**config.mk**
```make
export PLATFORM = sky130hd
export DESIGN_NAME = drgq_resq
export DESIGN_NICKNAME = d
export VERILOG_FILES = /design/src/rtl/core/drgq_pkg.sv /design/src/rtl/core/drgq_resq.sv
export SDC_FILE = /design/constraint.sdc
export NUM_CORES = 1
export LEC_CHECK = 0
export BUFFER_PORTS_ARGS = -buffer_cell sky130_fd_sc_hd__buf_2
export CORE_MARGIN = 1.5
export CORE_UTILIZATION = 40
export DETAILED_ROUTE_END_ITERATION = 8
export GPL_TIMING_DRIVEN = 0
export HOLD_SLACK_MARGIN = 0.08
export PLACE_DENSITY = 0.72
export SLEW_MARGIN = 40
export SYNTH_ARGS = -nofsm -noshare
export SYNTH_HDL_FRONTEND = slang
export SYNTH_SLANG_ARGS = --single-unit
```
**constraint.sdc**
```tcl
create_clock -name clk -period 1.7 [get_ports clk]
set_input_delay 0.085 -clock clk [delete_from_list [all_inputs] [get_ports clk]]
set_output_delay 0.085 -clock clk [all_outputs]
set_load 0.02 [all_outputs]
```
**src/rtl/core/drgq_pkg.sv**
```systemverilog
`default_nettype none
package drgq_pkg;

  localparam int QUEUE_DEPTH_DEF = 32;
  localparam int MAX_ISSUE_DEF   = 16;
  localparam int ROW_BITS_DEF    = 16;
  localparam int TAG_BITS_DEF    = 16;

  localparam int RKL_W     = 6;
  localparam int AGE_W     = 11;
  localparam int CAP_W     = 6;
  localparam int CFG_W     = 11;
  localparam int CFG_IDX_W = 2;

  localparam logic [RKL_W-1:0] RKL_RESET = 6'd8;
  localparam logic [AGE_W-1:0] AGE_RESET = 11'd1000;
  localparam logic [CAP_W-1:0] CAP_RESET = 6'd32;
  localparam logic [AGE_W-1:0] AGE_MAX   = 11'd2047;

  typedef enum logic [CFG_IDX_W-1:0] {
    CFG_ROW_KEY_LIMIT  = 2'd0,
    CFG_AGE_LIMIT      = 2'd1,
    CFG_QUEUE_CAPACITY = 2'd2
  } cfg_idx_t;

  typedef struct packed {
    logic                 we;
    logic [CFG_IDX_W-1:0] idx;
    logic [CFG_W-1:0]     data;
  } cfg_wr_t;

endpackage
`default_nettype wire

```
**src/rtl/core/drgq_resq.sv**
```systemverilog
`default_nettype none
module drgq_resq #(
  parameter int TAG_BITS = 16
) (
  input  wire logic                clk,
  input  wire logic                rst,
  input  wire logic                res_push,
  input  wire logic                res_acc,
  input  wire logic                res_valid,
  input  wire logic [TAG_BITS-1:0] res_tag,
  input  wire logic                res_last,
  output logic                     res_full,
  output logic                     empty,
  input  wire logic                pop,
  output logic                     accepted,
  output logic                     issue_valid,
  output logic [TAG_BITS-1:0]      issue_tag,
  output logic                     last_of_tick
);
  import drgq_pkg::*;

  localparam int W = TAG_BITS + 3;

  logic [W-1:0] slot [2];
  logic         wp;
  logic         rp;
  logic [1:0]   cnt;

  assign res_full = (cnt == 2'd2);
  assign empty    = (cnt == 2'd0);
  assign {accepted, issue_valid, issue_tag, last_of_tick} = slot[rp];

  always_ff @(posedge clk) begin
    if (res_push && !res_full) begin
      slot[wp] <= {res_acc, res_valid, res_tag, res_last};
    end
  end

  always_ff @(posedge clk) begin
    if (rst) begin
      wp  <= 1'b0;
      rp  <= 1'b0;
      cnt <= 2'd0;
    end else begin
      if (res_push && !res_full) wp <= ~wp;
      if (pop && !empty) rp <= ~rp;
      cnt <= cnt + 2'((res_push && !res_full) ? 1 : 0) - 2'((pop && !empty) ? 1 : 0);
    end
  end

endmodule
`default_nettype wire

```
Yosys cells after proc, flatten, opt, wreduce, memory -nomap -nowiden

Memories as Yosys holds them, arrays and structs flattened. A register that Yosys moved wholly into a read port is not among the register bits.
Cells that the tools add are included.
Widths: inputs -> output; s select.

Add/subtract/negate cells: 2
$mul: 0
Div/mod/pow operators: 0
Order comparisons: 0
Equal/unequal tests: 1
Shift-type cells: 0
Mux-type cells: 6
Bitwise logic cells: 2
Reductions and logical operators: 5

Operators by type and width:

| cell               | count |
|---|---|
| $mux 1             | 6 |
| $add 2x1->2        | 1 |
| $eq 2x2->1 const B | 1 |
| $logic_and 1x1->1  | 2 |
| $logic_not 1->1    | 2 |
| $logic_not 2->1    | 1 |
| $not 1->1          | 2 |
| $sub 2x1->2        | 1 |

Register bits after elaboration: 4
Bits in latches: 0
Memory bits (writable): 38
Memory bits (read-only): 0
Bits of input ports: 23
Word-level logic and storage cells: 20
Memories kept: 1

Memory list:

| memory | depth | width | rd ports | clocked after memory_dff | write ports | line            | source |
|---|---|---|---|---|---|---|---|
| slot   | 2     | 19    | 1        | 1                        | 1           | drgq_resq.sv:24 | `logic [W-1:0] slot [2];` |

Depth between registers and ports, before layout

Depth after elaboration: 6
Mapped depth: 8
Gate-level depth less buffers: 8

Worst setup path after synthesis

No wires, ideal clock.

Kind: reg-to-reg
Start: register cnt[0]
End: memory slot[0][0] in the netlist's numbering, enable pin
Library setup time: 0.374 ns
Arrival: 1.274 ns
Path slack: 0.052 ns
Stages on the path, launching flop included: 5
Path buffers: 0
Clock period less this slack: 1.648 ns
Path through: dfxtp_1 > nand2b_2 > inv_2 > or3_1 > inv_1

Cells in the longest elaborated chain, start to end: 5

Ends and longest elaborated chain:

| what                         | line            | source |
|---|---|---|
| from (decl)                  | drgq_resq.sv:27 | `logic [1:0] cnt;` |
| from (signal assigned)       | drgq_resq.sv:47 | `cnt <= cnt + 2'((res_push && !res_full) ? 1 : 0) - 2'((pop && !empty) ? 1 : 0);` |
| $eq 2x2->1                   | drgq_resq.sv:29 | `assign res_full = (cnt == 2'd2);` |
| net res_full                 | drgq_resq.sv:12 | `output logic res_full,` |
| $logic_not 1->1              | drgq_resq.sv:34 | `if (res_push && !res_full) begin` |
| $logic_and 1x1->1            | drgq_resq.sv:34 |  |
| $mux 1                       | drgq_resq.sv:34 |  |
| $mux 1 (implied by the code) | drgq_resq.sv:35 | `slot[wp] <= {res_acc, res_valid, res_tag, res_last};` |
| to (decl)                    | drgq_resq.sv:24 |  |

The timed path passes the listed nets, and every way through them passes these cells.

Final worst setup path

Start: register cnt[1]
End: register cnt[1]

Cells in the longest elaborated chain, start to end: 6
Elaborated cells on any way between the ends: 10

Ends and longest elaborated chain:

| what              | line |
|---|---|
| $eq 2x2->1        | drgq_resq.sv:29 |
| $logic_not 1->1   | drgq_resq.sv:47 |
| $logic_and 1x1->1 | drgq_resq.sv:47 |
| $mux 1            | drgq_resq.sv:47 |
| $add 2x1->2       | drgq_resq.sv:47 |
| $sub 2x1->2 (*)   | drgq_resq.sv:47 |

Mark *: on every way between the ends. The rest lies on a longest branch, timed or not.
A chain may end at the register's enable or synchronous reset.

==> results.txt <==
Outcome -> finished, final reports clean
Worst Max-Slew Pin Slew -> 453 ps
Synth warnings -> 0
CTS root buffer -> clkbuf_8
Net Switching -> 0.943 mW
Via Count -> 951
Clock sink count -> 43
Die height -> 66.3 um
Fin worst setup slack -> 122 ps
Die Width -> 66.3 um
HP Start -> res_push
Total grt overflow -> 0
Setup Skew -> 5.73 ps
Crit path largest cell delay -> 350 ps
Initial antenna violation count -> 0
N_diodes -> 0
Global Route Usage Sum -> 12.2%
IO Pins -> 44
Max Cap Viol -> 0
Hold worst-path end -> wp
Final Setup Violations -> 0
Internal power -> 2.07 mW
Tot Pwr -> 3.02 mW
Post-route cell area -> 2190 um2
Synth-to-layout area growth -> 36.9%
Clock share of power -> 19.2%
Vias per cell -> 4.59
First drt pass iteration count -> 5
Core ar. -> 3740 um2
Buf+Inv Stages, Crit Path -> 1
Flop2flop setup slack -> 120 ps
Hold Crit Class -> primary input to flop
Post-Syn Nets -> 111
Row cnt -> 22
Placed Area -> 1880 um2
Commonest cells after routing, fill and taps aside -> buf_2, edfxtp_1, dlygate4sd3_1
Maximum clock frequency -> 634 MHz
Hold Violations, Final -> 0
Delay-heaviest family, CP -> adder cells
Synthesized area per cell -> 18.6 um2
Critical path launch point type -> flop
Clock Pin Slew Worst Setup and Hold Paths -> 70 ps
Critical Path Most Common Cell -> ha_1
RSZ-0062 raised after global routing -> no
Slew HR -> 69.8%
Vias in the first global route -> 919
Fin crit period -> 1580 ps
Commonest non-fill, non-tap cell in the layout -> buf_2
TritonCTS Buffers -> 5
Layout cells sized above 1 -> 39.6%
H-tree depth -> 2
Port bufs -> 43
Final HPWL DP -> 1630 um
DRT Wirelength -> 2550 um
Register area share after synthesis -> 77.4%
Tcrit/Tclk final -> 92.8%
Worst Hold Depth -> 4
First-pass GRT wire length -> 3900 um
Crit path required time -> 1910 ps
Combinational power share -> 33.9%
Worst setup path class -> flop to flop
Critical-path top delay cell -> dfxtp_2
Clock Path Buffers -> 2
Switching Share -> 31.3%
Power Density -> 1370 nW/um2
WL per Instance -> 12.3 um
Post-route DRC -> 0
Worst skew pair latency -> 280 ps
CP endpoint kind -> flop
Gpl congestion -> 0.626
Antenna Nets Post-Route -> 0
Largest net degree at the start of global routing -> 20
Post-layout nets -> 183
Dpl ws -> -175 ps
Worst path cell trace -> o21a_2 > ha_1 > inv_1 > ha_1 > xor2_1 > and2_1 > nor3_1
Leakage -> 0.865 nW
CTS tree -> yes
Synthesized cell area -> 1600 um2
Synth Instances -> 86
DIE AREA -> 4400 um2
Initial DRC count -> 9
Register bit total from synthesis -> 43
Final Max Tran Viols -> 0
Starting Density -> 42.8%
Yosys cell types -> 22
Sequential share of power -> 46.9%
Worst-path maximum fanout -> 5
Arrival @ worst endpoint -> 1780 ps
R2R depth -> 7
Crit Reg-Reg Endpoint -> cnt[1]
Worst VDD drop -> 778 uV
R2R Path Start -> cnt[1]
[logic make-up after synthesis]
kind of cell	count (synthesis)	share of synthesized area, %
xor gates and xnor gates	2	1.09
muxes	19	13.3
buffers and inverters	6	1.72
DFF	43	77.4
adders and majority gates	2	1.56
and+or+nand+nor	11	3.67
AOI/OAI and AO/OA	3	1.17
[timing repair]
item | 4_1_cts | 5_1_grt
gates resized for setup | 2 | 2
endpoints found under the hold margin | 43 | 0
pin swaps | 0 | 1
endpoints found under the setup margin | 22 | 20
hold buffers | 20 | 0
setup buffers | 0 | 2
[synth_stat cells]
master,n,area [um2]
o21a_2,1,8.76
nor2_1,4,15.0
nor2b_1,1,6.26
and2_1,1,6.26
o21ai_0,1,5.00
nor3_1,1,5.00
and3_2,1,7.51
inv_2,1,3.75
nand2_1,1,3.75
inv_1,3,11.3
or3_1,1,6.26
edfxtp_1,38,1140
dfxtp_1,5,100
buf_2,1,5.00
xnor2_1,1,8.76
mux2_2,4,45.0
ha_1,2,25.0
buf_4,1,7.51
nand2b_2,1,8.76
a21oi_1,1,5.00
mux2_1,15,169
xor2_1,1,8.76
[worst min-delay path: cells and delay by family]
family                 cells  cell delay (ps)
AOI/OAI and AO/OA          2              230
buffers and inverters      2              130
[per-stage QoR]
stage | std cells | util [%] | TNS, ps | hold slack [ps]
after detailed placement | 177 | 50.2 | -3300 | 277
after floorplan | 86 | - | 0 | 154
final | 207 | 58.6 | 0 | 210
after CTS | 205 | 57.8 | 0 | 199
after global routing | 207 | 58.6 | 0 | 241
after global placement | 177 | 50.2 | -2670 | 272
[power by group through the flow]
stage               combinational [mW]  sequential [mW]  clock (mW)
finish                            1.02             1.42       0.578
global route                      1.12             1.43       0.640
CTS                               1.00             1.41       0.597
detailed placement               0.949             1.44           0
global placement                 0.930             1.42           0
floorplan                        0.668             1.42           0
[registers in the layout, summed over array words and instances (netlist names), named ones only]
register	flops
slot	38
cnt	2
rp	1
wp	1
[how the worst max path moves through the flow]
| stage | from | end | slack [ps] | depth (start not counted) |
|---|---|---|---|---|
| floorplan | cnt[0] | slot[0][0] | 50 | 4 |
| global placement | cnt[0] | slot[0][17] | -140 | 4 |
| detailed placement | cnt[0] | slot[0][8] | -170 | 4 |
| CTS | cnt[0] | slot[0][9] | 60 | 4 |
| global route | cnt[1] | cnt[1] | 4 | 7 |
| finish | cnt[1] | cnt[1] | 120 | 7 |
[routing by layer]
layer	track usage (%)	vias to the layer above	wire length [um]
met3	4.60	3	156
met1	13.8	451	1080
li1	-	462	-
met2	21.5	35	1290
met4	3.06	0	21
met5	0	-	0
[final cells by class]
class | instances | area (um2)
multi-input cells | 37 | 334
clock inverters | 2 | 7.51
inverters | 4 | 18.8
fillers | 327 | 1550
clock buffers | 6 | 72.6
flip-flops and latches | 43 | 1240
plain buffers | 2 | 15.0
repair buffers | 65 | 443
well taps | 48 | 60.1
No activity file was read; power rests on OpenSTA's default activity.
