==> config.mk <==
export PLATFORM = sky130hd
export DESIGN_NAME = drgq_back
export DESIGN_NICKNAME = d
export VERILOG_FILES = /design/src/rtl/core/drgq_pkg.sv /design/src/rtl/core/drgq_back.sv
export SDC_FILE = /design/constraint.sdc
export NUM_CORES = 2
export LEC_CHECK = 0
export BUFFER_PORTS_ARGS = -buffer_cell sky130_fd_sc_hd__buf_2
export CAP_MARGIN = 10
export CELL_PAD_IN_SITES_DETAIL_PLACEMENT = 1
export CELL_PAD_IN_SITES_GLOBAL_PLACEMENT = 1
export CORE_MARGIN = 10
export CORE_UTILIZATION = 29
export DETAILED_ROUTE_END_ITERATION = 6
export PLACE_DENSITY = 0.49
export SKIP_CTS_REPAIR_TIMING = 1
export SYNTH_ARGS = -nofsm -noshare
export SYNTH_HDL_FRONTEND = slang
export SYNTH_SLANG_ARGS = --single-unit
export TNS_END_PERCENT = 30
==> constraint.sdc <==
create_clock -name clk -period 10.49 [get_ports clk]
set_input_delay 2.098 -clock clk [delete_from_list [all_inputs] [get_ports clk]]
set_output_delay 2.098 -clock clk [all_outputs]
set_load 0.02 [all_outputs]
==> src/rtl/core/drgq_pkg.sv <==
`default_nettype none
package drgq_pkg;

  localparam int QUEUE_DEPTH_DEF = 32;
  localparam int MAX_ISSUE_DEF   = 16;
  localparam int ROW_BITS_DEF    = 16;
  localparam int TAG_BITS_DEF    = 16;

  localparam int RKL_W     = 6;
  localparam int AGE_W     = 11;
  localparam int CAP_W     = 6;
  localparam int CFG_W     = 11;
  localparam int CFG_IDX_W = 2;

  localparam logic [RKL_W-1:0] RKL_RESET = 6'd8;
  localparam logic [AGE_W-1:0] AGE_RESET = 11'd1000;
  localparam logic [CAP_W-1:0] CAP_RESET = 6'd32;
  localparam logic [AGE_W-1:0] AGE_MAX   = 11'd2047;

  typedef enum logic [CFG_IDX_W-1:0] {
    CFG_ROW_KEY_LIMIT  = 2'd0,
    CFG_AGE_LIMIT      = 2'd1,
    CFG_QUEUE_CAPACITY = 2'd2
  } cfg_idx_t;

  typedef struct packed {
    logic                 we;
    logic [CFG_IDX_W-1:0] idx;
    logic [CFG_W-1:0]     data;
  } cfg_wr_t;

endpackage
`default_nettype wire

==> src/rtl/core/drgq_back.sv <==
`default_nettype none
module drgq_back #(
  parameter int QUEUE_DEPTH = 32,
  parameter int MAX_ISSUE   = 16,
  parameter int ROW_BITS    = 16,
  parameter int TAG_BITS    = 16
) (
  input  wire logic                  clk,
  input  wire logic                  rst,
  input  wire drgq_pkg::cfg_wr_t     cfg,
  input  wire logic                  tick_valid,
  output logic                       tick_pop,
  input  wire logic                  tick_req,
  input  wire logic [TAG_BITS-1:0]   tick_tag,
  input  wire logic [ROW_BITS+4:0]   tick_key,
  input  wire logic                  tick_ready,
  output logic                       res_push,
  output logic                       res_acc,
  output logic                       res_valid,
  output logic [TAG_BITS-1:0]        res_tag,
  output logic                       res_last,
  input  wire logic                  res_full
);
  import drgq_pkg::*;

  localparam int KEY_W = ROW_BITS + 5;
  localparam int IW    = $clog2(QUEUE_DEPTH);
  localparam int CW    = $clog2(QUEUE_DEPTH + 1);
  localparam int SW    = $clog2(MAX_ISSUE + 1);

  typedef enum logic [4:0] {
    S_IDLE, S_FRD, S_FCMP, S_ENT, S_AGE0, S_K0, S_K1, S_K1D, S_RRD, S_RWR,
    S_BUD, S_ISS, S_POPR, S_POPD, S_EMIT, S_KRD, S_KCMP, S_DRD, S_DWR, S_NONE
  } state_t;

  state_t state;

  logic [RKL_W-1:0] rkl;
  logic [AGE_W-1:0] agel;
  logic [CAP_W-1:0] cap;

  // Two banks of entries; a reorder pass copies from the live bank into the other.
  logic [TAG_BITS-1:0] ent_tag [2][QUEUE_DEPTH];
  logic [KEY_W-1:0]    ent_key [2][QUEUE_DEPTH];
  logic [AGE_W-1:0]    ent_age [2][QUEUE_DEPTH];
  logic [KEY_W-1:0]    kmem_key [QUEUE_DEPTH];
  logic [CW-1:0]       kmem_pend [QUEUE_DEPTH];

  logic [TAG_BITS-1:0] erd_tag;
  logic [KEY_W-1:0]    erd_key;
  logic [AGE_W-1:0]    erd_age;
  logic [KEY_W-1:0]    krd_key;
  logic [CW-1:0]       krd_pend;

  logic                ewe;
  logic                ewb;
  logic [IW-1:0]       ewa;
  logic [TAG_BITS-1:0] ewd_tag;
  logic [KEY_W-1:0]    ewd_key;
  logic [AGE_W-1:0]    ewd_age;
  logic [IW-1:0]       era;
  logic                kwe;
  logic [IW-1:0]       kwa;
  logic [KEY_W-1:0]    kwd_key;
  logic [CW-1:0]       kwd_pend;
  logic [IW-1:0]       kra;

  logic                bank;
  logic [IW-1:0]       head;
  logic [CW-1:0]       count;
  logic [CW-1:0]       key_cnt;
  logic [CW-1:0]       budget;

  logic                t_ready;
  logic [TAG_BITS-1:0] t_tag;
  logic [KEY_W-1:0]    t_key;
  logic                acc;
  logic [CW-1:0]       j;
  logic [CW-1:0]       i;
  logic [KEY_W-1:0]    k0;
  logic [KEY_W-1:0]    k1;
  logic [CW-1:0]       p0;
  logic [CW-1:0]       p1;
  logic                two;
  logic [CW-1:0]       n0;
  logic [CW-1:0]       n1;
  logic [CW-1:0]       n2;
  logic [AGE_W-1:0]    front_age;
  logic [SW-1:0]       iss_cnt;
  logic [TAG_BITS-1:0] p_tag;
  logic [KEY_W-1:0]    p_key;
  logic                p_last;

  logic                acc_now;
  logic [CW-1:0]       dest;
  logic [AGE_W-1:0]    age_inc;
  logic [CW-1:0]       pend_dec;

  function automatic logic [IW-1:0] wrap_idx(input logic [IW-1:0] h, input logic [CW-1:0] o);
    logic [CW:0] s;
    s = (CW+1)'(h) + (CW+1)'(o);
    if (s >= (CW+1)'(QUEUE_DEPTH)) s = s - (CW+1)'(QUEUE_DEPTH);
    return IW'(s);
  endfunction

  assign acc_now = tick_req && (32'(count) < 32'(cap)) && (32'(count) < QUEUE_DEPTH);
  assign age_inc = (erd_age < AGE_MAX) ? erd_age + 1'b1 : erd_age;
  assign pend_dec = (krd_pend != '0) ? krd_pend - 1'b1 : krd_pend;

  always_comb begin
    if (erd_key == k0) dest = n0;
    else if (two && erd_key == k1) dest = p0 + n1;
    else dest = p0 + p1 + n2;
  end

  always_comb begin
    tick_pop  = 1'b0;
    res_push  = 1'b0;
    res_acc   = acc;
    res_valid = 1'b0;
    res_tag   = '0;
    res_last  = 1'b1;
    ewe = 1'b0; ewb = bank; ewa = '0;
    ewd_tag = t_tag; ewd_key = t_key; ewd_age = '0;
    era = head;
    kwe = 1'b0; kwa = IW'(j); kwd_key = t_key; kwd_pend = CW'(1);
    kra = IW'(j);
    case (state)
      S_IDLE: tick_pop = tick_valid;
      S_FRD: begin
        if (j == key_cnt) kwe = 1'b1;
      end
      S_FCMP: begin
        if (krd_key == t_key) begin
          kwe = 1'b1;
          kwd_pend = krd_pend + 1'b1;
        end
      end
      S_ENT: begin
        ewe = 1'b1;
        ewa = wrap_idx(head, count);
      end
      S_K0: kra = '0;
      S_K1: kra = IW'(1);
      S_RRD: era = wrap_idx(head, i);
      S_RWR: begin
        ewe = 1'b1;
        ewb = ~bank;
        ewa = IW'(dest);
        ewd_tag = erd_tag;
        ewd_key = erd_key;
        ewd_age = age_inc;
      end
      S_POPR: era = head;
      S_EMIT: begin
        res_push  = !res_full;
        res_valid = 1'b1;
        res_tag   = p_tag;
        res_last  = p_last;
      end
      S_KCMP: begin
        if (krd_key == p_key && pend_dec != '0) begin
          kwe = 1'b1;
          kwd_key = krd_key;
          kwd_pend = pend_dec;
        end
      end
      S_DRD: kra = IW'(j + 1'b1);
      S_DWR: begin
        kwe = 1'b1;
        kwd_key = krd_key;
        kwd_pend = krd_pend;
      end
      S_NONE: res_push = !res_full;
      default: ;
    endcase
  end

  always_ff @(posedge clk) begin
    if (ewe) begin
      ent_tag[ewb][ewa] <= ewd_tag;
      ent_key[ewb][ewa] <= ewd_key;
      ent_age[ewb][ewa] <= ewd_age;
    end
    erd_tag <= ent_tag[bank][era];
    erd_key <= ent_key[bank][era];
    erd_age <= ent_age[bank][era];
  end

  always_ff @(posedge clk) begin
    if (kwe) begin
      kmem_key[kwa]  <= kwd_key;
      kmem_pend[kwa] <= kwd_pend;
    end
    krd_key  <= kmem_key[kra];
    krd_pend <= kmem_pend[kra];
  end

  always_ff @(posedge clk) begin
    if (rst) begin
      state   <= S_IDLE;
      rkl     <= RKL_RESET;
      agel    <= AGE_RESET;
      cap     <= CAP_RESET;
      bank    <= 1'b0;
      head    <= '0;
      count   <= '0;
      key_cnt <= '0;
      budget  <= '0;
    end else begin
      if (cfg.we) begin
        case (cfg.idx)
          CFG_ROW_KEY_LIMIT:  rkl  <= cfg.data[RKL_W-1:0];
          CFG_AGE_LIMIT:      agel <= cfg.data[AGE_W-1:0];
          CFG_QUEUE_CAPACITY: cap  <= cfg.data[CAP_W-1:0];
          default: ;
        endcase
      end
      case (state)
        S_IDLE: begin
          if (tick_valid) begin
            t_ready <= tick_ready;
            t_tag   <= tick_tag;
            t_key   <= tick_key;
            acc     <= acc_now;
            j       <= '0;
            state   <= acc_now ? S_FRD : S_AGE0;
          end
        end
        S_FRD: begin
          if (j == key_cnt) begin
            key_cnt <= key_cnt + 1'b1;
            state   <= S_ENT;
          end else begin
            state <= S_FCMP;
          end
        end
        S_FCMP: begin
          if (krd_key == t_key) begin
            state <= S_ENT;
          end else begin
            j     <= j + 1'b1;
            state <= S_FRD;
          end
        end
        S_ENT: begin
          count <= count + 1'b1;
          state <= S_AGE0;
        end
        S_AGE0: begin
          iss_cnt <= '0;
          state   <= (count == '0) ? S_ISS : S_K0;
        end
        S_K0: state <= S_K1;
        S_K1: begin
          k0    <= krd_key;
          p0    <= krd_pend;
          state <= S_K1D;
        end
        S_K1D: begin
          two <= (key_cnt > CW'(1));
          k1  <= krd_key;
          p1  <= (key_cnt > CW'(1)) ? krd_pend : '0;
          i   <= '0;
          n0  <= '0;
          n1  <= '0;
          n2  <= '0;
          state <= S_RRD;
        end
        S_RRD: state <= S_RWR;
        S_RWR: begin
          if (dest == '0) front_age <= age_inc;
          if (erd_key == k0) n0 <= n0 + 1'b1;
          else if (two && erd_key == k1) n1 <= n1 + 1'b1;
          else n2 <= n2 + 1'b1;
          i <= i + 1'b1;
          if (i + 1'b1 == count) begin
            bank  <= ~bank;
            head  <= '0;
            state <= S_BUD;
          end else begin
            state <= S_RRD;
          end
        end
        S_BUD: begin
          if (32'(key_cnt) > 32'(rkl)) budget <= p0;
          else if (front_age > agel) budget <= count;
          state <= S_ISS;
        end
        S_ISS: begin
          if (t_ready && count != '0 && budget != '0 && 32'(iss_cnt) < MAX_ISSUE) begin
            state <= S_POPR;
          end else if (iss_cnt == '0) begin
            state <= S_NONE;
          end else begin
            state <= S_IDLE;
          end
        end
        S_POPR: state <= S_POPD;
        S_POPD: begin
          p_tag   <= erd_tag;
          p_key   <= erd_key;
          head    <= wrap_idx(head, CW'(1));
          count   <= count - 1'b1;
          budget  <= budget - 1'b1;
          iss_cnt <= iss_cnt + 1'b1;
          p_last  <= (32'(iss_cnt) + 1 == MAX_ISSUE) || !t_ready ||
                     count == CW'(1) || budget == CW'(1);
          state   <= S_EMIT;
        end
        S_EMIT: begin
          if (!res_full) begin
            j     <= '0;
            state <= S_KRD;
          end
        end
        S_KRD: state <= (j == key_cnt) ? S_ISS : S_KCMP;
        S_KCMP: begin
          if (krd_key == p_key) begin
            state <= (pend_dec == '0) ? S_DRD : S_ISS;
          end else begin
            j     <= j + 1'b1;
            state <= S_KRD;
          end
        end
        S_DRD: begin
          // Close the gap left by an emptied key, shifting each later key down one slot.
          if (j + 1'b1 >= key_cnt) begin
            key_cnt <= key_cnt - 1'b1;
            state   <= S_ISS;
          end else begin
            state <= S_DWR;
          end
        end
        S_DWR: begin
          j     <= j + 1'b1;
          state <= S_DRD;
        end
        S_NONE: begin
          if (!res_full) state <= S_IDLE;
        end
        default: state <= S_IDLE;
      endcase
    end
  end

endmodule
`default_nettype wire

### Yosys cells after proc, flatten, opt, wreduce, memory -nomap -nowiden

Memories as Yosys holds them, arrays and structs flattened. A register that Yosys moved wholly into a read port is not among the register bits.
Index checks and enable logic that the tools add are counted.
Widths: inputs -> output; s select.

| word-level totals | value |
|---|---|
| bits in registers | 278 |
| RAM bits | 3936 |
| input bits | 57 |
| output and inout bits | 21 |
| logic and storage cells | 267 |
| memories kept | 5 |

| operators by class | value |
|---|---|
| $add $sub $neg | 24 |
| order comparisons | 14 |
| equal/unequal tests | 43 |
| multiplexer cells | 95 |
| bitwise logic cells | 4 |
| reductions and logical operators | 51 |

Memory list:

| name | depth | bits a word | read ports | clocked after memory_dff | wr ports | RTL line | source |
|---|---|---|---|---|---|---|---|
| ent_key | 2 | 672 | 1 | 1 | 1 | drgq_back.sv:44 | `logic [KEY_W-1:0] ent_key [2][QUEUE_DEPTH];` |
| ent_tag | 2 | 512 | 1 | 1 | 1 | drgq_back.sv:43 | `logic [TAG_BITS-1:0] ent_tag [2][QUEUE_DEPTH];` |
| ent_age | 2 | 352 | 1 | 1 | 1 | drgq_back.sv:45 | `logic [AGE_W-1:0] ent_age [2][QUEUE_DEPTH];` |
| kmem_key | 32 | 21 | 1 | 1 | 1 | drgq_back.sv:46 | `logic [KEY_W-1:0] kmem_key [QUEUE_DEPTH];` |
| kmem_pend | 32 | 6 | 1 | 1 | 1 | drgq_back.sv:47 | `logic [CW-1:0] kmem_pend [QUEUE_DEPTH];` |

Operators with widths:

| kind | count |
|---|---|
| $mux 672 | 1 |
| $mux 512 | 1 |
| $mux 352 | 1 |
| $mux 6 | 18 |
| $bmux 21 s5 | 1 |
| $demux 21 s5 | 1 |
| $mux 21 | 5 |
| $pmux 5 s20 | 1 |
| $eq 21x21->1 | 4 |
| $pmux 6 s2 | 7 |
| $bmux 16 s5 | 1 |
| $demux 16 s5 | 1 |
| $mux 16 | 5 |
| $mux 5 | 14 |
| $bmux 11 s5 | 1 |
| $demux 11 s5 | 1 |
| $mux 11 | 5 |
| $add 6x1->6 const B | 8 |
| $pmux 21 s2 | 1 |
| $eq 5x4->1 const B | 8 |
| $pmux 5 s2 | 3 |
| $pmux 6 s5 | 1 |
| $ne 2x2->1 const B | 12 |
| $reduce_bool 6->1 | 4 |
| 50 further kinds | 126 |

### Logic depth before layout (Yosys ltp)

| logic depth | value |
|---|---|
| depth in word-level cells | 11 |
| depth in mapped cells | 14 |

### Least setup slack after synthesis

OpenSTA, ideal clock, no wires.

| timing | value |
|---|---|
| kind | reg2reg |
| start point | reg p0[1] |
| end point | mem ent_age[0][0] (netlist name) (enable) |
| library setup time | 0.513 ns |
| arrival | 5.918 ns |
| required time | 9.977 ns |
| path slack | 4.059 ns |
| stages on the path, launching flop included | 12 |
| buffers on the path | 0 |
| clock period less this slack | 6.431 ns |
| cells stage by stage | edfxtp_1 > inv_1 > fa_1 > inv_1 > ha_1 > a21o_1 > a21oi_1 > xnor2_1 > a21oi_1 > o31ai_2 > nand2_1 > nor3_1 |

| on the way | value |
|---|---|
| longest elaborated chain between the ends | 11 |
| elaborated cells on any way between the ends | 13 |
| those cells by class | add/sub: 3; order compare: 2; mux: 6; bitwise: 1; reduce/logical: 1 |

RTL lines:

| item | RTL line | source |
|---|---|---|
| start: declaration | drgq_back.sv:82 | `logic [CW-1:0] p0;` |
| start signal: assignment | drgq_back.sv:257 | `p0 <= krd_pend;` |
| $add 6x6->6 (2 in a row) | drgq_back.sv:113 | `else dest = p0 + p1 + n2;` |
| $mux 6 * | drgq_back.sv:112 | `else if (two && erd_key == k1) dest = p0 + n1;` |
| $mux 6 * | drgq_back.sv:111 | `if (erd_key == k0) dest = n0;` |
| $pmux 5 s2 * | drgq_back.sv:128 | `case (state)` |
| $not 5->6 (not written as such) * | drgq_back.sv:183 | `ent_age[ewb][ewa] <= ewd_age;` |
| $ge 6x6->1 (not written as such) / $lt 6x1->1 (equally long branches) | drgq_back.sv:183 |  |
| $logic_and 1x1->1 (not written as such) | drgq_back.sv:183 |  |
| $mux 11 (not written as such) | drgq_back.sv:183 |  |
| $demux 11 s5 * | drgq_back.sv:183 |  |
| $mux 352 (not written as such) * | drgq_back.sv:183 |  |
| end: declaration | drgq_back.sv:45 |  |

Every way passes the cells marked *; elsewhere a longest branch is shown, timed or not.

### Final worst setup path

| timing | value |
|---|---|
| start point | reg erd_key[8] |
| end point | mem ent_age[1][110] (netlist name) (enable) |

| on the way | value |
|---|---|
| longest elaborated chain between the ends | 11 |
| elaborated cells on any way between the ends | 13 |
| those cells by class | order compare: 2; eq/ne: 2; mux: 6; bitwise: 1; reduce/logical: 2 |

RTL lines:

| item | RTL line | source |
|---|---|---|
| start: declaration | drgq_back.sv:50 | `logic [KEY_W-1:0] erd_key;` |
| start signal: assignment | drgq_back.sv:186 | `erd_key <= ent_key[bank][era];` |
| $eq 21x21->1 | drgq_back.sv:112 |  |
| $logic_and 1x1->1 | drgq_back.sv:112 |  |
| $mux 6 | drgq_back.sv:112 |  |
| $mux 6 * | drgq_back.sv:111 |  |
| $pmux 5 s2 * | drgq_back.sv:128 |  |
| $not 5->6 (not written as such) * | drgq_back.sv:183 |  |
| $ge 6x6->1 (not written as such) / $lt 6x1->1 (equally long branches) | drgq_back.sv:183 |  |
| $logic_and 1x1->1 (not written as such) | drgq_back.sv:183 |  |
| $mux 11 (not written as such) | drgq_back.sv:183 |  |
| $demux 11 s5 * | drgq_back.sv:183 |  |
| $mux 352 (not written as such) * | drgq_back.sv:183 |  |

Marks and branches as above.

==> impl_metrics.env <==
export IMPL_status="finished clean"
export IMPL_worstReg2RegEnd="ent_age[1][110]"
export IMPL_synth_edff_count=4114
export IMPL_area_delta_synth_final_pct=15.9
export IMPL_initial_utilization_pct=29.0
export IMPL_critPathMaxFanout=29
export IMPL_yosys_area_top_type="edfxtp_1"
export IMPL_cp_required_ns=11.14
export IMPL_synthCells=10205
export IMPL_p_clk_share_pct=37.5
export IMPL_via_per_inst=5.51
export IMPL_layout_area_seq_sq_um=126000
export IMPL_gp_congestion=0.812
export IMPL_setup_tns_ns=0
export IMPL_finalCritPeriodShare_pct=63.1
export IMPL_end_kind="flop"
export IMPL_die_width_um=788
export IMPL_synth_most_common_cell="edfxtp_1"
export IMPL_wl_per_cell_um=35.0
export IMPL_final_nets=10597
export IMPL_peakVddDrop_mv=0.209
export IMPL_setup_viol=0
export IMPL_clock_latency_ns=1.08
export IMPL_ios=78
export IMPL_cts_buffer_depth=4
export IMPL_maxClockFrequency_mhz=151
export IMPL_worstRegToRegCells=9
export IMPL_dr_pass1_iters=6
export IMPL_worstSetupPathType="flop to flop"
export IMPL_hpwl_mm=382
export IMPL_final_util_pct=33.7
export IMPL_max_cap_violations=0
export IMPL_h_tree_depth=5
export IMPL_fill_cells=59335
export IMPL_synthTopCellsByArea="edfxtp_1 72%, mux4_2 6.9%, mux2i_1 2.2%"
export IMPL_synth_top_cell_area_share_pct=72.2
export IMPL_worstSetupEndpoint="ent_age[1][110]"
export IMPL_avgSynthCellArea_sq_um=16.8
export IMPL_power_frac_comb_pct=15.9
export IMPL_wl_met3_mm=39.9
export IMPL_worst_r2r_setup_slack_ns=3.88
export IMPL_intPower_uw=30800
export IMPL_rsz0062_at_grt="no"
export IMPL_start_kind="flop"
export IMPL_relSlewSlack_pct=7.63
export IMPL_clockRootBuffer="clkbuf_16"
export IMPL_overflow=0
export IMPL_switchingPower_uw=12800
export IMPL_min_period_ns=6.61
export IMPL_critPathLaunch="erd_key[8]"
export IMPL_hp_class="flop to flop"
export IMPL_synth_common_cells="4,114 x edfxtp_1, 920 x nand2_1, 521 x mux4_2"
export IMPL_ant_nets=0
export IMPL_hold_viol=0
export IMPL_p_per_area_nw_per_um2=220
export IMPL_clock_skew_ns=0.164
export IMPL_dieArea_sq_um=621000
export IMPL_wl_mm=654
export IMPL_die_y_um=788
export IMPL_io_buffers=77
export IMPL_dr_wl_met2_mm=315
export IMPL_grt_pass1_vias=106232
export IMPL_async_reset_ff_share_pct=0
export IMPL_worst_slew_pin_slew_ns=1.38
export IMPL_syn_nets=10339
export IMPL_ys_types=91
export IMPL_cts_tree="built"
export IMPL_synth_flop_cell="edfxtp_1"
export IMPL_multi_input_area_sq_um=43300
export IMPL_layout_drive_gt1_share_pct=19.0
export IMPL_ys_ff_latch=4242
export IMPL_grt_pass1_wl_mm=894
export IMPL_vias=103017
export IMPL_core_region_area_sq_um=589000
export IMPL_syn_cell_area_sq_um=171000
export IMPL_track_usage_pct=20.2
export IMPL_clk_pin_slew_worst_paths_ns=0.06
export IMPL_top_layer="met5"
export IMPL_r2r_start="erd_key[8]"
export IMPL_cts_sinks=4242
export IMPL_seq_power_share_pct=46.5
export IMPL_slew_viol_final=0
export IMPL_grt_max_degree=161
export IMPL_ys_warn_count=0
export IMPL_worstPathArrival_ns=7.26
export IMPL_switching_share_pct=29.3
export IMPL_row_count=282
export IMPL_drtIter0Drc=11842
export IMPL_grt_antenna_before_repair=71
export IMPL_wl_met1_mm=278
export IMPL_p_leak_uw=0.0604
export IMPL_yosysSeqAreaShare_pct=73.7
export IMPL_numCtsBuffers=456
export IMPL_drc_errors=0
## flip-flops by register name, indices dropped and copies added, names as in the netlist, 11 cells and up, named ones only
register and flops:
k1 21, kmem_pend 192, ent_tag 1024, k0 21, erd_age 11, p_key 21
ent_age 704, ent_key 1344, kmem_key 672, erd_tag 16, agel 11, t_tag 16
t_key 21, erd_key 21, krd_key 21, front_age 11, p_tag 16
## worst max-delay path, cell delays in order (launching register included)
cell and delay, ns:
dfxtp_1 0.86, xor2_1 0.16, nor4_1 0.91, and3_1 0.35, nand2_1 0.22, mux2i_1 0.41, o221a_2 0.60, nand2_1 0.77
nor2_4 1.02, buf_4 0.72
## metrics by stage
step                      hold slack [ns]  setup slack [ns]  cells  instance area [sq um]  total power, uW
after floorplan                     0.406              4.06  10205                 171000            23900
after CTS                           0.468              3.80  18664                 198000            43900
after global placement              0.452              2.84  17800                 183000            27500
final                               0.464              3.88  18693                 198000            43600
after detailed placement            0.457              3.93  17812                 183000            27600
after global routing                0.503              3.55  18670                 198000            45000
## cell families after synthesis
| kind of cell | count (synthesis) | share of synthesized area (%) |
|---|---|---|
| xor+xnor | 159 | 0.814 |
| flops | 4242 | 73.7 |
| compound gates | 1846 | 7.42 |
| fa+ha+maj | 77 | 0.603 |
| simple gates | 2082 | 5.61 |
| mux | 1033 | 9.96 |
| buf+inv | 766 | 1.88 |
## layer usage
layer | GRT usage, % | up-vias
met3 | 2.54 | 885
li1 | - | 41655
met4 | 5.81 | 4
met1 | 27.5 | 56667
met5 | 0 | -
met2 | 34.0 | 3806
## power by group through the flow
| stage | Sequential, uW | Combinational [uW] | Clock (uW) |
|---|---|---|---|
| CTS | 20300 | 6990 | 16600 |
| floorplan | 20100 | 3830 | 0 |
| global placement | 20700 | 6800 | 0 |
| detailed placement | 20700 | 6970 | 0 |
| finish | 20300 | 6950 | 16400 |
| global route | 20300 | 7380 | 17300 |
## placed cells by master (no fill, tap or decap), drive strengths merged, types with 51 or more instances in the layout
master  instances
o22ai         235
nand3         127
edfxtp       4114
mux2i         368
nor4           85
nor2          410
xnor2          73
nand2         922
clkbuf        608
and2          154
o21ai         345
a31oi         155
mux2          144
inv           124
a22oi          69
nand4          51
xor2           86
dfxtp         128
buf           455
ha             68
a211oi        151
a32oi         111
o221ai        140
nor3          114
mux4          521
a21oi         244
and3           69
clkinv        183
## cell type report
| type | instances | area share, % |
|---|---|---|
| Inverter | 111 | 0.214 |
| Antenna cell | 26 | 0.0328 |
| Clock inverter | 244 | 1.25 |
| Timing Repair Buffer | 455 | 1.83 |
| Clock buffer | 608 | 6.34 |
| Multi-Input combinational cell | 5197 | 21.8 |
| Tap cell | 7810 | 4.93 |
| Sequential cell | 4242 | 63.6 |
## worst min path at each step
stage	from	to	slack, ns	cells after the start
5_1_grt	agel[10]	agel[10]	0.50	2
3_5_place_dp	agel[4]	agel[4]	0.46	2
3_3_place_gp	agel[4]	agel[4]	0.45	2
4_1_cts	agel[1]	agel[1]	0.47	2
6_report	agel[1]	agel[1]	0.46	2
2_1_floorplan	krd_pend[2]	p0[2]	0.41	0
(Power assumes the default switching activity.)
