File: src/rtl/core/drgq_pkg.sv
`default_nettype none
package drgq_pkg;

  localparam int QUEUE_DEPTH_DEF = 32;
  localparam int MAX_ISSUE_DEF   = 16;
  localparam int ROW_BITS_DEF    = 16;
  localparam int TAG_BITS_DEF    = 16;

  localparam int RKL_W     = 6;
  localparam int AGE_W     = 11;
  localparam int CAP_W     = 6;
  localparam int CFG_W     = 11;
  localparam int CFG_IDX_W = 2;

  localparam logic [RKL_W-1:0] RKL_RESET = 6'd8;
  localparam logic [AGE_W-1:0] AGE_RESET = 11'd1000;
  localparam logic [CAP_W-1:0] CAP_RESET = 6'd32;
  localparam logic [AGE_W-1:0] AGE_MAX   = 11'd2047;

  typedef enum logic [CFG_IDX_W-1:0] {
    CFG_ROW_KEY_LIMIT  = 2'd0,
    CFG_AGE_LIMIT      = 2'd1,
    CFG_QUEUE_CAPACITY = 2'd2
  } cfg_idx_t;

  typedef struct packed {
    logic                 we;
    logic [CFG_IDX_W-1:0] idx;
    logic [CFG_W-1:0]     data;
  } cfg_wr_t;

endpackage
`default_nettype wire

File: src/rtl/core/drgq_front.sv
`default_nettype none
module drgq_front #(
  parameter int ROW_BITS = 16,
  parameter int TAG_BITS = 16
) (
  input  wire logic                  clk,
  input  wire logic                  rst,
  input  wire logic                  push,
  output logic                       full,
  input  wire logic                  req_valid,
  input  wire logic [TAG_BITS-1:0]   req_tag,
  input  wire logic                  pseudo_channel,
  input  wire logic [1:0]            bank_group,
  input  wire logic [1:0]            bank_index,
  input  wire logic [ROW_BITS-1:0]   row_index,
  input  wire logic                  dram_ready,
  output logic                       tick_valid,
  input  wire logic                  tick_pop,
  output logic                       tick_req,
  output logic [TAG_BITS-1:0]        tick_tag,
  output logic [ROW_BITS+4:0]        tick_key,
  output logic                       tick_ready
);
  import drgq_pkg::*;

  localparam int KEY_W = ROW_BITS + 5;
  localparam int W = 2 + TAG_BITS + KEY_W;

  logic [W-1:0] slot [2];
  logic         wp;
  logic         rp;
  logic [1:0]   cnt;
  logic [W-1:0] beat;

  // The row key orders pseudo channel, bank group, bank and row from the top down.
  assign beat = {req_valid, dram_ready, req_tag,
                 pseudo_channel, bank_group, bank_index, row_index};

  assign full       = (cnt == 2'd2);
  assign tick_valid = (cnt != 2'd0);
  assign {tick_req, tick_ready, tick_tag, tick_key} = slot[rp];

  always_ff @(posedge clk) begin
    if (push && !full) begin
      slot[wp] <= beat;
    end
  end

  always_ff @(posedge clk) begin
    if (rst) begin
      wp  <= 1'b0;
      rp  <= 1'b0;
      cnt <= 2'd0;
    end else begin
      if (push && !full) wp <= ~wp;
      if (tick_pop && tick_valid) rp <= ~rp;
      cnt <= cnt + 2'((push && !full) ? 1 : 0) - 2'((tick_pop && tick_valid) ? 1 : 0);
    end
  end

endmodule
`default_nettype wire

File: config.mk
export PLATFORM = sky130hd
export DESIGN_NAME = drgq_front
export DESIGN_NICKNAME = d
export VERILOG_FILES = /design/src/rtl/core/drgq_pkg.sv /design/src/rtl/core/drgq_front.sv
export SDC_FILE = /design/constraint.sdc
export NUM_CORES = 1
export LEC_CHECK = 0
export ABC_AREA = 1
export ABC_CLOCK_PERIOD_IN_PS = 2400
export BUFFER_PORTS_ARGS = -buffer_cell sky130_fd_sc_hd__buf_2
export CAP_MARGIN = 20
export CORE_MARGIN = 3
export CORE_UTILIZATION = 35
export DETAILED_ROUTE_END_ITERATION = 8
export REMOVE_ABC_BUFFERS = 1
export SKIP_CTS_REPAIR_TIMING = 1
export SYNTH_ARGS = -nofsm -noshare
export SYNTH_HDL_FRONTEND = slang
export SYNTH_SLANG_ARGS = --single-unit
File: constraint.sdc
create_clock -name clk -period 2.4 [get_ports clk]
set_input_delay 0 -clock clk [delete_from_list [all_inputs] [get_ports clk]]
set_output_delay 0 -clock clk [all_outputs]
set_load 0.03 [all_outputs]
======== Word level (Yosys, flattened, before mapping) ========
Memories as Yosys holds them, arrays and structs flattened. A register that Yosys moved wholly into a read port is not among the register bits.
Index checks and enable logic that the tools add are counted.
cells by class
  $lt $le $gt $ge ......................... 0
  $add $sub $neg .......................... 2
  multiply operators ...................... 0
  reductions and logical operators ........ 4
  mux-type cells .......................... 6
  equal/unequal tests ..................... 1
  bitwise logic cells ..................... 2
  div/mod/pow operators ................... 0
  shifts and indexed selects .............. 0
operators with widths
  cell                                  number
  two-way mux 1 bit                     6
  adder 2 x 1 -> 2 bit                  1
  == test 2 bit, second input constant  1
  logical AND 1 bit                     2
  inverter 1 bit                        2
  nonzero test 2 bit                    1
  subtractor 2 x 1 -> 2 bit             1
  zero test 1 bit                       1
word-level totals
  register bits ........................... 4
  memory bits (writable) .................. 78
  input port bits ......................... 43
  bits in latches ......................... 0
  memories kept ........................... 1
  bits in read-only memories .............. 0
  output and inout bits ................... 41
  word-level logic and storage cells ...... 19
memories
  name  words  width  read ports  clocked after Yosys merged registers in  wr ports  line              source
  slot  2      39     1           1                                        1         drgq_front.sv:29  logic [W-1:0] slot [2];

======== Longest topological paths before layout ========
Gate-level depths: netlist (run 1).
  depth after elaboration ................. 6
  mapped depth ............................ 11
  mapped depth without buffers ............ 11

======== Worst setup path before layout (run 1) ========
OpenSTA, ideal clock, no wires.
  path type ............................... reg-to-reg
  start ................................... reg cnt[0]
  end ..................................... mem slot[0][0] (netlist name), enable pin
  path buffers ............................ 0
  setup time .............................. 0.435 ns
  cell stages (with the launch flop) ...... 5
  clock period less this slack ............ 2.638 ns
  arrival ................................. 2.203 ns
  slack ................................... -0.238 ns
  data required time ...................... 1.965 ns
  cells stage by stage .................... dfxtp_1 inv_1 nand2_1 nand2_1 nor2_1
between the ends
  word-level cells in the longest chain between the ends .. 5
RTL lines
  item                                     line              source
  from (decl)                              drgq_front.sv:32  logic [1:0] cnt;
  from (signal assigned)                   drgq_front.sv:57  cnt <= cnt + 2'((push && !full) ? 1 : 0) - 2'((tick_pop && tick_valid) ? 1 : 0);
  == test 2 bit                            drgq_front.sv:39  assign full = (cnt == 2'd2);
  zero test 1 bit                          drgq_front.sv:44  if (push && !full) begin
  logical AND 1 bit                        drgq_front.sv:44
  two-way mux 1 bit                        drgq_front.sv:44
  two-way mux 1 bit (not written as such)  drgq_front.sv:45  slot[wp] <= beat;
  to (decl)                                drgq_front.sv:29
No other way between the ends.

==> flow_metrics.env, run 1 <==
export IMPL_power_total_mw=4.34
export IMPL_setup_tns_ps=0
export IMPL_combPwrFrac_pct=30.9
export IMPL_fin_crit_sh_pct=74.7
export IMPL_wl_met1_mm=2.53
export IMPL_required_ps=2400
export IMPL_antenna_found_initial=0
export IMPL_gp_congestion=0.685
export IMPL_ys_ff_latch=83
export IMPL_critical_path_arrival_ps=1790
export IMPL_vdd_ir_drop_worst_mv=0.497
export IMPL_syn_area_per_cell_um2=19.5
export IMPL_grt_overflow=0
export IMPL_power_switching_mw=1.40
export IMPL_critical_path_slowest_cell="dfxtp_2"
export IMPL_synth_distinct_cells=13
export IMPL_slew_limit_headroom_pct=63.4
export IMPL_track_usage_pct=11.3
export IMPL_cts_buffers_inserted=9
export IMPL_dp_hpwl_mm=3.55
export IMPL_clk_pin_slew_ps=80
export IMPL_routed_wl_mm=5.68
export IMPL_yosysSeqAreaShare_pct=78.6
export IMPL_dieArea_um2=10000
export IMPL_setup_violations=0
export IMPL_area_growth_pct=38.4
export IMPL_vias=1764
export IMPL_crit_chain="buf_12, mux2_2, buf_2"
export IMPL_status="finished, final reports clean"
export IMPL_vias_per_cell=4.36
export IMPL_cts_root_buf="clkbuf_8"
export IMPL_p_leak_nw=1.69
export IMPL_io_buffer_count=83
export IMPL_grt_pass1_vias=1710
export IMPL_route_met2_wl_mm=2.72
export IMPL_drv_slew=0
export IMPL_row_count=33
export IMPL_final_hold_violation_count=0
export IMPL_n_antenna_cell=0
export IMPL_tightest_slew_ps=549
export IMPL_cts_tree="built"
export IMPL_synth_top_area_share_pct=75.4
export IMPL_holdWs_ps=353
export IMPL_syn_cell_area_um2=3110
export IMPL_ctsLongestPathBuffers=2
export IMPL_num_fill_cells=714
export IMPL_drive_gt1_share_pct=47.3
export IMPL_ant_nets=0
export IMPL_synthCells=159
export IMPL_ioPinCount=84
export IMPL_coreArea_um2=8420
export IMPL_worst_setup_path_end_kind="output port"
export IMPL_topRoutingLayerUsed="met4"
export IMPL_die_width_um=100
export IMPL_drt_pass1_iter_count=4
export IMPL_min_path_type="input port to flop"
export IMPL_synthTopCellsByArea="edfxtp_1, mux2_2, mux2_4"
export IMPL_period_minus_slack_ps=1790
export IMPL_grt_max_degree=40
export IMPL_seqPwrFrac_pct=44.4
export IMPL_grt_pass1_wl_mm=8.54
export IMPL_swShare_pct=32.3
export IMPL_h_tree_depth=3
export IMPL_finalClockSkew_ps=8.97
export IMPL_p_int_mw=2.94
export IMPL_nets=340
export IMPL_critPathMaxStageDelay_ps=660
export IMPL_fmax_ghz=0.558
export IMPL_worst_setup_path_start_kind="flop"
export IMPL_start_util_pct=36.9
export IMPL_rsz0062_at_grt="no"
export IMPL_die_h_um=100
export IMPL_clock_power_share_pct=24.6
export IMPL_crit_type="flop to output port"
export IMPL_p_per_area_nw_per_um2=1010
export IMPL_cts_sinks=83
export IMPL_synth_top_cell_by_area="edfxtp_1"
export IMPL_post_route_drc_count=0
export IMPL_clk_insertion_delay_late_ps=340
export IMPL_routedWlPerCell_um=14.0
export IMPL_drv_cap=0
export IMPL_yosysWarnings=0
export IMPL_crit_fanout=21
export IMPL_route_met3_wl_um=358
export IMPL_first_iter_violations=41
cell usage in the layout, fill, tap and decap left out:
cell type and count:
nor2_4 1, dfxtp_1 4, dfxtp_2 1, ha_1 2, clkinv_1 2, nor2_1 8, nand2_1 8, clkbuf_8 9
nand3_1 3, buf_4 3, inv_1 8, a21oi_1 2, dlygate4sd3_1 42, mux2_4 10, buf_2 83, clkbuf_1 1
inv_6 1, mux2_2 29, clkinvlp_4 1, bufinv_16 2, clkinv_4 1, edfxtp_1 78, buf_12 1
cells in the mapped netlist (all sizes together):
library cell / count
mux2: 39
nor2: 9
inv: 9
a21oi: 2
nand3: 3
edfxtp: 78
nand2: 8
ha: 2
buf: 4
dfxtp: 5
layout make-up:
| cell class | count | area, µm² | share of cell area [%] |
|---|---|---|---|
| Sequential cell | 83 | 2440 | 56.8 |
| Timing Repair Buffer | 129 | 878 | 20.4 |
| Multi-Input combinational cell | 63 | 598 | 13.9 |
| Tap cell | 105 | 131 | 3.05 |
| Clock buffer | 10 | 128 | 2.97 |
| Clock inverter | 6 | 88.8 | 2.07 |
| Inverter | 9 | 33.8 | 0.785 |
flip-flops by register name, indices dropped and copies added (netlist names), named ones only:
| signal | cells |
|---|---|
| cnt | 2 |
| wp | 1 |
| rp | 1 |
| slot | 78 |
cells by family after synthesis:
| group | share of synthesized area [%] |
|---|---|
| compound gates | 0.322 |
| fa+ha+maj | 0.805 |
| buf+inv | 2.42 |
| flops | 78.6 |
| mux | 15.3 |
| simple gates | 2.54 |
worst max-delay path, delay by kind of cell (launching register included):
family | cells | cell delay, ps
DFF | 1 | 660
buffers and inverters | 2 | 440
muxes | 1 | 360
path summary, 6_finish.rpt:
| check | start | end | slack [ps] | cells after the start |
|---|---|---|---|---|
| max reg2reg | cnt[0] | cnt[1] | 840 | 10 |
| max | flop | tick_tag[6] | 610 | 3 |
| min | rst | cnt[0] | 350 | 3 |
| min reg2reg | rp | rp | 520 | 2 |
per-stage QoR:
step | cells | instance area, µm² | setup slack [ps] | util (%)
after floorplan | 155 | 3070 | -238 | -
after global placement | 347 | 3660 | 895 | 43.5
after detailed placement | 347 | 3660 | 860 | 43.5
after CTS | 363 | 3880 | 531 | 46.1
after global routing | 405 | 4300 | 487 | 51.1
final | 405 | 4300 | 606 | 51.1
per-layer routing:
metal / vias to the layer above / GRT usage [%]
li1: 868 / -
met1: 823 / 14.4
met2: 65 / 17.3
met3: 8 / 3.61
met4: 0 / 5.91
met5: - / 0
power groups by stage:
stage	Combinational, mW	Clock (mW)	Sequential, mW
floorplan	0.911	0	1.97
global placement	1.31	0	1.96
detailed placement	1.31	0	1.97
CTS	1.31	1.11	1.93
global route	1.44	1.17	1.96
finish	1.34	1.07	1.93
Note: power is estimated with default switching activity, not from simulation.
==> inputs of run 2 (changes only) <==
--- a/config.mk
+++ b/config.mk
@@ -5,8 +5,8 @@
 export SDC_FILE = /design/constraint.sdc
 export NUM_CORES = 1
 export LEC_CHECK = 0
-export ABC_AREA = 1
-export ABC_CLOCK_PERIOD_IN_PS = 2400
+export ABC_AREA = 0
+export ABC_CLOCK_PERIOD_IN_PS = 1600
 export BUFFER_PORTS_ARGS = -buffer_cell sky130_fd_sc_hd__buf_2
 export CAP_MARGIN = 20
 export CORE_MARGIN = 3
==> constraint.sdc (replaced) <==
create_clock -name clk -period 1.6 [get_ports clk]
set_input_delay 0 -clock clk [delete_from_list [all_inputs] [get_ports clk]]
set_output_delay 0 -clock clk [all_outputs]
set_load 0.03 [all_outputs]
==> flow_metrics.env, run 2 <==
export IMPL_status="finished, final reports clean"
export IMPL_final_common_cell="buf_2"
export IMPL_tightest_slew_ps=228
export IMPL_grt_pass1_wl_mm=8.30
export IMPL_fmax_ghz=0.669
export IMPL_cts_sinks=83
export IMPL_multi_input_area_um2=568
export IMPL_drv_cap=0
export IMPL_clk_insertion_delay_late_ps=340
export IMPL_synth_top_cell_by_area="edfxtp_1"
export IMPL_die_width_um=99.3
export IMPL_cp_top_family="adder cells"
export IMPL_vdd_ir_drop_worst_mv=0.685
export IMPL_synthSimpleGateAreaFrac_pct=1.64
export IMPL_ioPinCount=84
export IMPL_synth_distinct_cells=21
export IMPL_synth_top_family_by_area="multiplexers"
export IMPL_num_fill_cells=709
export IMPL_slew_limit_headroom_pct=84.8
export IMPL_critPathBufInv=1
export IMPL_vias=1758
export IMPL_worst_setup_path_end_kind="flop"
export IMPL_row_count=33
export IMPL_period_minus_slack_ps=1490
export IMPL_critical_path_arrival_ps=1730
export IMPL_power_switching_mw=2.05
export IMPL_p_leak_nw=1.62
export IMPL_placed_cells=335
export IMPL_drv_slew=0
export IMPL_syn_cell_area_um2=3040
export IMPL_first_iter_violations=30
export IMPL_track_usage_pct=11.1
export IMPL_critPathMaxStageDelay_ps=360
export IMPL_vias_per_cell=4.48
export IMPL_async_reset_ff_share_pct=0
export IMPL_worst_setup_path_start_kind="flop"
export IMPL_drt_pass1_iter_count=4
export IMPL_p_per_area_nw_per_um2=1470
export IMPL_synth_flop_cell="edfxtp_1"
export IMPL_crit_fanout=4
export IMPL_synth_mux_area_share_pct=14.4
export IMPL_io_buffer_count=83
export IMPL_start_util_pct=36.5
export IMPL_synth_compound_area_share_pct=0.575
export IMPL_top_regs="slot: 78 flops, cnt: 2 flops"
export IMPL_synthTopCellsByArea="edfxtp_1, mux2_2, dfxtp_1"
export IMPL_crit_chain="o21a_1, ha_1, inv_1, ha_2, xor2_2, xnor2_1, nor2_1"
export IMPL_grt_max_degree=40
export IMPL_cts_buffers_inserted=9
export IMPL_ctsLongestPathBuffers=2
export IMPL_ys_ff_latch=83
export IMPL_placed_cell_area_um2=3640
export IMPL_combPwrFrac_pct=32.6
export IMPL_required_ps=1830
export IMPL_final_cells=392
export IMPL_gp_congestion=0.704
export IMPL_clock_power_share_pct=23.3
export IMPL_antenna_found_initial=0
export IMPL_seq_area_um2=2450
export IMPL_grt_overflow=0
export IMPL_coreArea_um2=8340
export IMPL_post_route_drc_count=0
export IMPL_design_area_um2=4270
export IMPL_routedWlPerCell_um=14.1
export IMPL_yosysSeqAreaShare_pct=80.2
export IMPL_fin_crit_sh_pct=93.4
export IMPL_holdWs_ps=52.9
export IMPL_largest_reg_flops=78
export IMPL_drive_gt1_share_pct=53.0
export IMPL_yosysMostFrequentCell="edfxtp_1"
export IMPL_n_antenna_cell=0
export IMPL_area_growth_pct=40.2
export IMPL_crit_type="flop to flop"
export IMPL_dp_hpwl_mm=3.53
export IMPL_nets=327
export IMPL_grt_pass1_vias=1677
export IMPL_synth_top_area_share_pct=76.9
export IMPL_synth_fa_ha_area_share_pct=0.822
export IMPL_swShare_pct=32.6
export IMPL_synthCells=147
export IMPL_setup_violations=0
export IMPL_final_hold_violation_count=0
export IMPL_seqPwrFrac_pct=44.1
export IMPL_yosys_top_cells_count="edfxtp_1, mux2_2, dfxtp_1"
export IMPL_synth_xor_area_share_pct=0.863
export IMPL_clk_pin_slew_ps=80
export IMPL_p_int_mw=4.24
export IMPL_routed_wl_mm=5.52
export IMPL_yosysWarnings=0
export IMPL_h_tree_depth=3
export IMPL_cts_root_buf="clkbuf_8"
export IMPL_min_path_type="input port to flop"
export IMPL_layout_common_cells="buf_2, edfxtp_1, dlygate4sd3_1, mux2_2, clkbuf_8"
export IMPL_synth_edf_count=78
export IMPL_syn_area_per_cell_um2=20.7
export IMPL_die_h_um=99.3
export IMPL_finalClockSkew_ps=8.26
export IMPL_largest_register="slot"
export IMPL_dieArea_um2=9850
export IMPL_critical_path_slowest_cell="dfxtp_4"
export IMPL_cts_tree="built"
export IMPL_ant_nets=0
[run 2: changes by cell type after synthesis, moves of 2 or more]
cell,delta
buf_2,+2
nand3_1,-3
nor2_1,-6
mux2_4,-10
nand2_1,-7
mux2_2,+10
xnor2_1,+2
inv_1,-6
[run 2: cell families (layout without fill, tap and decap cells)]
family,count (synthesis),count (layout)
xor+xnor,3,3
buf+inv,8,148
simple gates,9,9
flops,83,83
compound gates,3,3
fa+ha+maj,2,2
mux,39,39
[run 2: layer usage]
layer	share of wire [%]	global-route usage [%]	wire length [µm]	vias up
li1	-	-	-	836
met3	8.3	4.56	460	8
met1	45	14.3	2470	848
met2	46	16.3	2520	66
met5	0	0	0	-
met4	1.3	5.36	70	0
[run 2: layout make-up]
| cell class | count | share of cell area, % |
|---|---|---|
| tap | 105 | 3.08 |
| timing repair buffer | 128 | 21.2 |
| clock buffer | 9 | 2.90 |
| sequential | 83 | 57.4 |
| multi-input combinational | 56 | 13.3 |
| inverter | 4 | 0.352 |
| clock inverter | 7 | 1.79 |
[run 2: final timing paths]
check,startpoint,to,slack (ps),cells past startpoint
max,cnt[1],cnt[1],110,7
min reg2reg,wp,wp,490,2
max reg2reg,cnt[1],cnt[1],110,7
min,push,wp,50,4
[run 2: through the flow]
stage          setup slack, ps  utilization [%]  setup TNS (ps)  total power, mW
2_1_floorplan             -465                -          -18840             4.17
3_3_place_gp               110             43.7               0             4.78
3_5_place_dp              88.0             43.7               0             4.79
4_1_cts                   70.3             46.1               0             6.27
5_1_grt                  -3.94             51.2           -3.94             6.63
6_report                   106             51.2               0             6.29
[run 2: power by group through the flow]
| stage | Sequential (mW) | Clock, mW | Combinational [mW] |
|---|---|---|---|
| finish | 2.78 | 1.46 | 2.05 |
| global route | 2.81 | 1.62 | 2.20 |
| floorplan | 2.88 | 0 | 1.28 |
| CTS | 2.77 | 1.52 | 1.98 |
| detailed placement | 2.82 | 0 | 1.96 |
| global placement | 2.81 | 0 | 1.97 |
[run 2: worst min-delay path: stages]
cell     delay (ps)
buf_2           110
inv_1            50
or3_1           120
a21oi_1          60
==> inputs of run 3 (changes only) <==
==> constraint.sdc (replaced) <==
create_clock -name clk -period 1.6 [get_ports clk]
set_input_delay 0.32 -clock clk [delete_from_list [all_inputs] [get_ports clk]]
set_output_delay 0.32 -clock clk [all_outputs]
set_load 0.03 [all_outputs]
==> flow_metrics.env, run 3 (synthesis results as in run 2) <==
export IMPL_critPathBufInv=2
export IMPL_p_int_mw=4.05
export IMPL_setup_tns_ps=-5510
export IMPL_worst_setup_path_end_kind="output port"
export IMPL_drv_slew=0
export IMPL_ant_nets=0
export IMPL_violations="setup timing"
export IMPL_worstRegToRegCells=7
export IMPL_routed_wl_mm=5.42
export IMPL_multi_input_area_um2=563
export IMPL_first_iter_violations=55
export IMPL_cp_endpoint="tick_key[16]"
export IMPL_grt_max_degree=40
export IMPL_cts_buffers_inserted=9
export IMPL_fmax_ghz=0.568
export IMPL_cp_top_family="flip-flops"
export IMPL_placed_cell_area_um2=3650
export IMPL_critPathMaxStageDelay_ps=410
export IMPL_finalClockSkew_ps=4.11
export IMPL_drt_pass1_iter_count=4
export IMPL_ioPinCount=84
export IMPL_placed_cells=336
export IMPL_crit_fanout=13
export IMPL_required_ps=1280
export IMPL_holdWs_ps=171
export IMPL_combPwrFrac_pct=33.2
export IMPL_min_path_type="input port to flop"
export IMPL_cts_sinks=83
export IMPL_critical_path_slowest_cell="dfxtp_4"
export IMPL_crit_type="flop to output port"
export IMPL_p_leak_nw=1.46
export IMPL_tightest_slew_ps=245
export IMPL_vias=1618
export IMPL_path_depth=3
export IMPL_largest_reg_flops=78
export IMPL_layout_common_cells="buf_2, edfxtp_1, mux2_2, clkbuf_8, buf_12"
export IMPL_start_util_pct=36.5
export IMPL_period_minus_slack_ps=1760
export IMPL_row_count=33
export IMPL_seqPwrFrac_pct=46.3
export IMPL_clk_pin_slew_ps=80
export IMPL_vias_per_cell=4.60
export IMPL_h_tree_depth=3
export IMPL_post_route_drc_count=0
export IMPL_power_switching_mw=2.00
export IMPL_status="finished, violations left"
export IMPL_grt_pass1_wl_mm=8.48
export IMPL_n_antenna_cell=0
export IMPL_nets=288
export IMPL_die_width_um=99.3
export IMPL_rr_endpoint="cnt[1]"
export IMPL_p_per_area_nw_per_um2=1570
export IMPL_clock_power_share_pct=20.5
export IMPL_design_area_um2=3860
export IMPL_grt_overflow=0
export IMPL_final_common_cell="buf_2"
export IMPL_critical_path_arrival_ps=1440
export IMPL_vdd_ir_drop_worst_mv=0.943
export IMPL_track_usage_pct=11.3
export IMPL_final_cells=352
export IMPL_timing_rr_start="cnt[1]"
export IMPL_antenna_found_initial=0
export IMPL_worst_setup_path_start_kind="flop"
export IMPL_crit_chain="buf_12, mux2_2, buf_2"
export IMPL_swShare_pct=33.1
export IMPL_drv_cap=0
export IMPL_setup_violations=39
export IMPL_fin_crit_sh_pct=110
export IMPL_dieArea_um2=9850
export IMPL_grt_pass1_vias=1737
export IMPL_worst_slack_ps=-161
export IMPL_area_growth_pct=26.7
export IMPL_routedWlPerCell_um=15.4
export IMPL_top_regs="slot: 78 flops, cnt: 2 flops"
export IMPL_io_buffer_count=83
export IMPL_gp_congestion=0.664
export IMPL_dp_hpwl_mm=3.55
export IMPL_fin_util_pct=46.2
export IMPL_seq_area_um2=2450
export IMPL_r2r_setup_slack_ps=110
export IMPL_ctsLongestPathBuffers=2
export IMPL_cts_tree="built"
export IMPL_clk_insertion_delay_late_ps=330
export IMPL_slew_limit_headroom_pct=83.6
export IMPL_num_fill_cells=764
export IMPL_drive_gt1_share_pct=60.3
export IMPL_final_hold_violation_count=0
export IMPL_cts_root_buf="clkbuf_8"
export IMPL_rsz0062_at_grt="yes"
export IMPL_largest_register="slot"
export IMPL_coreArea_um2=8340
export IMPL_die_h_um=99.3
[run 3: changes by cell type in the layout (fill, tap and decap cells not counted), sizes merged]
cell,delta
clkbuf,+2
bufinv,-1
clkinv,+2
clkinvlp,-1
inv,-2
dlygate4sd3,-40
[run 3: per-stage QoR]
step,setup slack [ps],total power [mW]
6_report,-161,6.06
5_1_grt,-220,6.37
4_1_cts,-237,6.06
3_5_place_dp,77.6,4.80
3_3_place_gp,127,4.79
2_1_floorplan,-465,4.17
[run 3: final cells by class]
class | count | area share [%]
multi-input cells | 56 | 14.6
inverters | 4 | 0.389
repair buffers | 89 | 14.0
flip-flops and latches | 83 | 63.5
clock buffers | 10 | 3.31
well taps | 105 | 3.41
clock inverters | 5 | 0.811
[run 3: layer usage]
metal	global-route usage (%)	up-vias	share of wire (%)
met4	3.47	0	1.2
met1	14.4	791	45
met2	16.9	62	44
met3	5.82	9	9.7
met5	0	-	0
li1	-	756	-
[run 3: worst min-delay path by stage]
stage,startpoint,end,slack (ps),cells past startpoint
after floorplan,rst,wp,390,1
after global routing,row_index[4],slot[1][4],140,1
after global placement,wp,wp,480,2
after detailed placement,wp,wp,480,2
after CTS,bank_group[0],slot[0][18],140,1
final,req_tag[4],slot[1][25],170,1
[run 3: power by group through the flow]
| stage | registers (mW) | logic, mW | clock network, mW |
|---|---|---|---|
| after CTS | 2.78 | 1.99 | 1.30 |
| after global routing | 2.83 | 2.16 | 1.38 |
| after floorplan | 2.88 | 1.28 | 0 |
| final | 2.80 | 2.01 | 1.24 |
| after global placement | 2.81 | 1.98 | 0 |
| after detailed placement | 2.83 | 1.98 | 0 |
[run 3: worst reg2reg max path, stage by stage, from the launching register on]
cell	delay (ps)
dfxtp_2	350
o21a_1	220
ha_1	270
inv_1	30
ha_1	170
xor2_1	160
xnor2_1	130
nor2_1	50
